### config.mk
export PLATFORM = sky130hd
export DESIGN_NAME = gsp_cfg_regs
export DESIGN_NICKNAME = d
export VERILOG_FILES = /design/src/rtl/core/gsp_pkg.sv /design/src/rtl/core/gsp_cfg_regs.sv
export SDC_FILE = /design/constraint.sdc
export NUM_CORES = 1
export LEC_CHECK = 0
export BUFFER_PORTS_ARGS = -buffer_cell sky130_fd_sc_hd__buf_4
export CAP_MARGIN = 20
export CORE_MARGIN = 1.5
export CORE_UTILIZATION = 51
export DETAILED_ROUTE_END_ITERATION = 12
export PLACE_DENSITY = 0.78
export SLEW_MARGIN = 30
export SYNTH_ARGS = -nofsm -noshare
export SYNTH_HDL_FRONTEND = slang
export SYNTH_SLANG_ARGS = --single-unit
### constraint.sdc
create_clock -name clk_i -period 1.03 [get_ports clk_i]
set_input_delay 0.0515 -clock clk_i [delete_from_list [all_inputs] [get_ports clk_i]]
set_output_delay 0.0515 -clock clk_i [all_outputs]
set_load 0.02 [all_outputs]
### src/rtl/core/gsp_pkg.sv
// gsp_pkg: shared types, constants and helpers for the gain-scheduled PID core.
// Depends on nothing; used by gsp_cfg_regs, gsp_law and gain_scheduled_pid_core.
package gsp_pkg;

  localparam int unsigned DataW    = 16;
  localparam int unsigned ErrW     = DataW + 1;
  localparam int unsigned GainW    = 16;
  localparam int unsigned FracBits = 8;
  localparam int unsigned SumW     = 2 * DataW + 5;
  localparam int unsigned CfgIdxW  = 3;
  localparam int unsigned CfgDataW = 3 * GainW;
  localparam int unsigned BandW    = 2;

  localparam logic [CfgIdxW-1:0] CfgBandLimitLow = 3'd0;
  localparam logic [CfgIdxW-1:0] CfgBandLimitMid = 3'd1;
  localparam logic [CfgIdxW-1:0] CfgGainsBand0   = 3'd2;
  localparam logic [CfgIdxW-1:0] CfgGainsBand1   = 3'd3;
  localparam logic [CfgIdxW-1:0] CfgGainsBand2   = 3'd4;
  localparam logic [CfgIdxW-1:0] CfgOutMin       = 3'd5;
  localparam logic [CfgIdxW-1:0] CfgOutMax       = 3'd6;

  localparam logic [BandW-1:0] Band0 = 2'd0;
  localparam logic [BandW-1:0] Band1 = 2'd1;
  localparam logic [BandW-1:0] Band2 = 2'd2;

  localparam logic CmdStep  = 1'b0;
  localparam logic CmdClear = 1'b1;

  typedef struct packed {
    logic                    command;
    logic signed [DataW-1:0] setpoint;
    logic signed [DataW-1:0] measured;
  } gsp_in_t;

  typedef struct packed {
    logic signed [DataW-1:0] drive;
    logic [BandW-1:0]        band;
  } gsp_out_t;

  typedef struct packed {
    logic [GainW-1:0] kp;
    logic [GainW-1:0] ki;
    logic [GainW-1:0] kd;
  } gsp_gains_t;

  typedef struct packed {
    logic signed [DataW-1:0] band_limit_low;
    logic signed [DataW-1:0] band_limit_mid;
    gsp_gains_t [2:0]        gains;
    logic signed [DataW-1:0] out_min;
    logic signed [DataW-1:0] out_max;
  } gsp_cfg_t;

  // below min gives min, else above max gives max
  function automatic logic signed [DataW-1:0] clamp_limits(
    input logic signed [SumW-1:0]  v,
    input logic signed [DataW-1:0] lo,
    input logic signed [DataW-1:0] hi
  );
    logic signed [DataW-1:0] r;
    if (v < SumW'(lo)) begin
      r = lo;
    end else if (v > SumW'(hi)) begin
      r = hi;
    end else begin
      r = v[DataW-1:0];
    end
    return r;
  endfunction

endpackage

### src/rtl/core/gsp_cfg_regs.sv
// gsp_cfg_regs: configuration register file (band limits, gains, drive limits).
// Depends on gsp_pkg.
module gsp_cfg_regs (
  input  logic                           clk_i,
  input  logic                           rst_ni,
  input  logic                           cfg_valid_i,
  output logic                           cfg_ready_o,
  input  logic [gsp_pkg::CfgIdxW-1:0]    cfg_index_i,
  input  logic [gsp_pkg::CfgDataW-1:0]   cfg_data_i,
  output gsp_pkg::gsp_cfg_t              cfg_o
);

  gsp_pkg::gsp_cfg_t cfg_d, cfg_q;

  assign cfg_ready_o = 1'b1;
  assign cfg_o       = cfg_q;

  always_comb begin
    cfg_d = cfg_q;
    if (cfg_valid_i) begin
      unique case (cfg_index_i)
        gsp_pkg::CfgBandLimitLow: cfg_d.band_limit_low = cfg_data_i[gsp_pkg::DataW-1:0];
        gsp_pkg::CfgBandLimitMid: cfg_d.band_limit_mid = cfg_data_i[gsp_pkg::DataW-1:0];
        gsp_pkg::CfgGainsBand0:   cfg_d.gains[0]       = cfg_data_i;
        gsp_pkg::CfgGainsBand1:   cfg_d.gains[1]       = cfg_data_i;
        gsp_pkg::CfgGainsBand2:   cfg_d.gains[2]       = cfg_data_i;
        gsp_pkg::CfgOutMin:       cfg_d.out_min        = cfg_data_i[gsp_pkg::DataW-1:0];
        gsp_pkg::CfgOutMax:       cfg_d.out_max        = cfg_data_i[gsp_pkg::DataW-1:0];
        default: ;
      endcase
    end
  end

  always_ff @(posedge clk_i or negedge rst_ni) begin
    if (!rst_ni) begin
      cfg_q.band_limit_low <= 16'sh7fff;
      cfg_q.band_limit_mid <= 16'sh7fff;
      cfg_q.gains          <= '0;
      cfg_q.out_min        <= 16'sh8000;
      cfg_q.out_max        <= 16'sh7fff;
    end else begin
      cfg_q <= cfg_d;
    end
  end

endmodule

==> results_dict.tcl <==
set metrics [dict create \
    nNetsFinal 986 \
    finalHoldViolations 0 \
    regToRegEndpoint "cfg_o[161]" \
    grt_pass1_wl_mm 38.88 \
    critPathMaxStageDelay_ns 0.56 \
    drtPass1Iterations 4 \
    holdWs_ns 0.04966 \
    ys_seq_area_share_pct 65.27 \
    final_layout_size_suffix_gt1_share_pct 77.00 \
    wl_mm 29.07 \
    rrSetupSlack_ns -0.05 \
    crit_slowest_cell "dfstp_2" \
    cts_tree "yes" \
    fmax_ghz 0.8082 \
    max_cap_violations 0 \
    vias 6091 \
    crit_path_end_kind "output pin" \
    die_y_um 128.7 \
    start_util_pct 52.65 \
    clk_pin_slew_ns 0.07 \
    ys_ff_latch 208 \
    finalClockSkew_ns 0 \
    yosys_warnings 0 \
    ioPinCount 263 \
    synth.avg_cell_area_um2 18.08 \
    setup_violations 224 \
    worstSetupPathType "register to output pin" \
    worstHoldStart "cfg_index_i[0]" \
    grt_max_degree 40 \
    largest_reg_flops 208 \
    critical_path_peak_fanout 2 \
    post-route-min-period_ns 1.237 \
    synth_cells 446 \
    drv_slew 0 \
    layout_setup_ws_ns -0.2073 \
    crit_path_start_kind "register" \
    synth_area_um2 8063 \
    path_buf_inv 1 \
    holdCritPathClass "primary input to register" \
    dp.cells 926 \
    r2r-start "cfg_o[161]" \
    synth_ff_type "dfrtp_1" \
    antenna_found_initial 1 \
    yosysUniqueCellTypes 13 \
    leakagePower_nw 6.678 \
    dieArea_um2 16570 \
    arrival_ns 1.19 \
    crit_chain "buf_6" \
    whs_path_depth 3 \
    cts_root_buf "clkbuf_16" \
    grt_pass1_vias 6488 \
    die-width_um 128.7 \
    drc_errors 0 \
    grt_remaining_overflow 0 \
    yosys-top-cells-area "dfrtp_1 50%, mux2_2 23%, dfstp_2 15%" \
    required_ns 0.98 \
    cpLargestDelayFamily "flip-flops" \
    power_mw 32.57 \
    ir_drop_uv 1729 \
    holdPathEnd "cfg_o[15]" \
    min_period_over_period_pct 120.1 \
    grtUsageTotal_pct 31.17 \
    reg2reg_depth 3 \
    drt_iter0_markers 313 \
    viasPerCell 5.251 \
    coreArea_um2 15310 \
    hpwl_mm 14.15 \
    synthToLayoutAreaGrowth_pct 72.25 \
    place.gp.congestion 0.7699 \
    synth_commonest_cells "162 x dfrtp_1, 162 x mux2_2, 46 x dfstp_2, 46 x mux2_4, 11 x buf_6" \
    fin_cells 1160 \
    clock-sinks 208 \
    synth_top_area_share_pct 50.28 \
    final_antenna_net_count 0 \
    p_per_area_nw_per_um2 2345 \
    fillers 524 \
    rsz0062_at_grt "yes" \
    cts_made_buffers 22 \
    synth_top_area_cell "dfrtp_1" \
    status "complete, but fails checks" \
    async_flop_share_pct 100.0 \
    clk_path_buf_depth 3 \
    fin_setup_tns_ns -18.16 \
    synth_edf_count 0 \
    port_buffers 261 \
    clock_latency_ns 0.49 \
    rows 45 \
    failed_checks "setup timing" \
    cts_htree_levels 1 \
    syn_nets 500 \
    wl_per_cell_um 25.06 \
]
==> how the worst max path moves through the flow <==
stage	slack [ns]	startpoint	to	cells past startpoint
after floorplan	-0.19	cfg_index_i[2]	cfg_o[207]	4
after global routing	-0.22	cfg_o[177]	cfg_o[177]	1
after detailed placement	-0.26	cfg_index_i[1]	cfg_o[152]	4
after global placement	-0.24	cfg_index_i[1]	cfg_o[175]	4
final	-0.21	cfg_o[177]	cfg_o[177]	1
after CTS	-0.21	cfg_o[185]	cfg_o[185]	1
==> cells in the final DEF (no fill, tap or decap) <==
cell	n
mux2_2	117
bufinv_16	3
nand4b_1	1
diode_2	1
clkbuf_1	5
clkinv_2	4
dfrtp_1	162
and4bb_4	2
dfstp_2	46
nor4b_4	1
clkbuf_16	23
clkbuf_8	6
buf_4	202
nand4b_2	2
dlygate4sd3_1	49
mux2_4	91
and4bb_2	1
buf_6	214
buf_12	18
conb_1	1
==> cell families after synthesis <==
| kind of cell | Yosys count | share of synthesized area, % |
|---|---|---|
| and+or+nand+nor | 7 | 1.241 |
| muxes | 208 | 31.19 |
| buffers and inverters | 22 | 2.250 |
| DFF | 208 | 65.27 |
| other | 1 | 0.04651 |
==> power breakdown <==
part / total, mW / internal [mW] / leakage (nW) / switching [mW]
clock network: 8.58 / 5.20 / 0.383 / 3.37
registers: 11.9 / 10.3 / 2.43 / 1.62
logic: 12.1 / 6.97 / 3.87 / 5.11
==> layer usage <==
layer / track usage (%) / share of wire [%]
met2: 56.68 / 53
met5: 0 / 0
met1: 36.04 / 37
met4: 9.980 / 3.4
met3: 7.942 / 7.2
==> per-stage QoR <==
step	setup WS [ns]	cell area (um2)	util, %
floorplan	-0.1938	8284	-
global placement	-0.2445	10730	70.07
detailed placement	-0.2621	10730	70.07
CTS	-0.2070	13390	87.43
global route	-0.2248	13890	90.69
finish	-0.2073	13890	90.69
==> repair_timing <==
action / in CTS / in global routing
resized for setup: 208 / 8
setup endpoints to repair: 208 / 208
setup buffers: 82 / 62
cloned: 0 / 0
hold buffers: 49 / 0
pin swaps: 0 / 0
hold endpoints to repair: 382 / 0
==> final cells by class <==
type                    instances  area (um2)  share of cell area, %
flip-flops and latches        208        5263                  37.89
diodes                          1       2.502                0.01802
repair buffers                484        4791                  34.50
clock buffers                  33       663.1                  4.775
multi-input cells             216        2795                  20.13
well taps                     211       264.0                  1.901
clock inverters                 7       110.1                 0.7928
(Power assumes the default switching activity.)
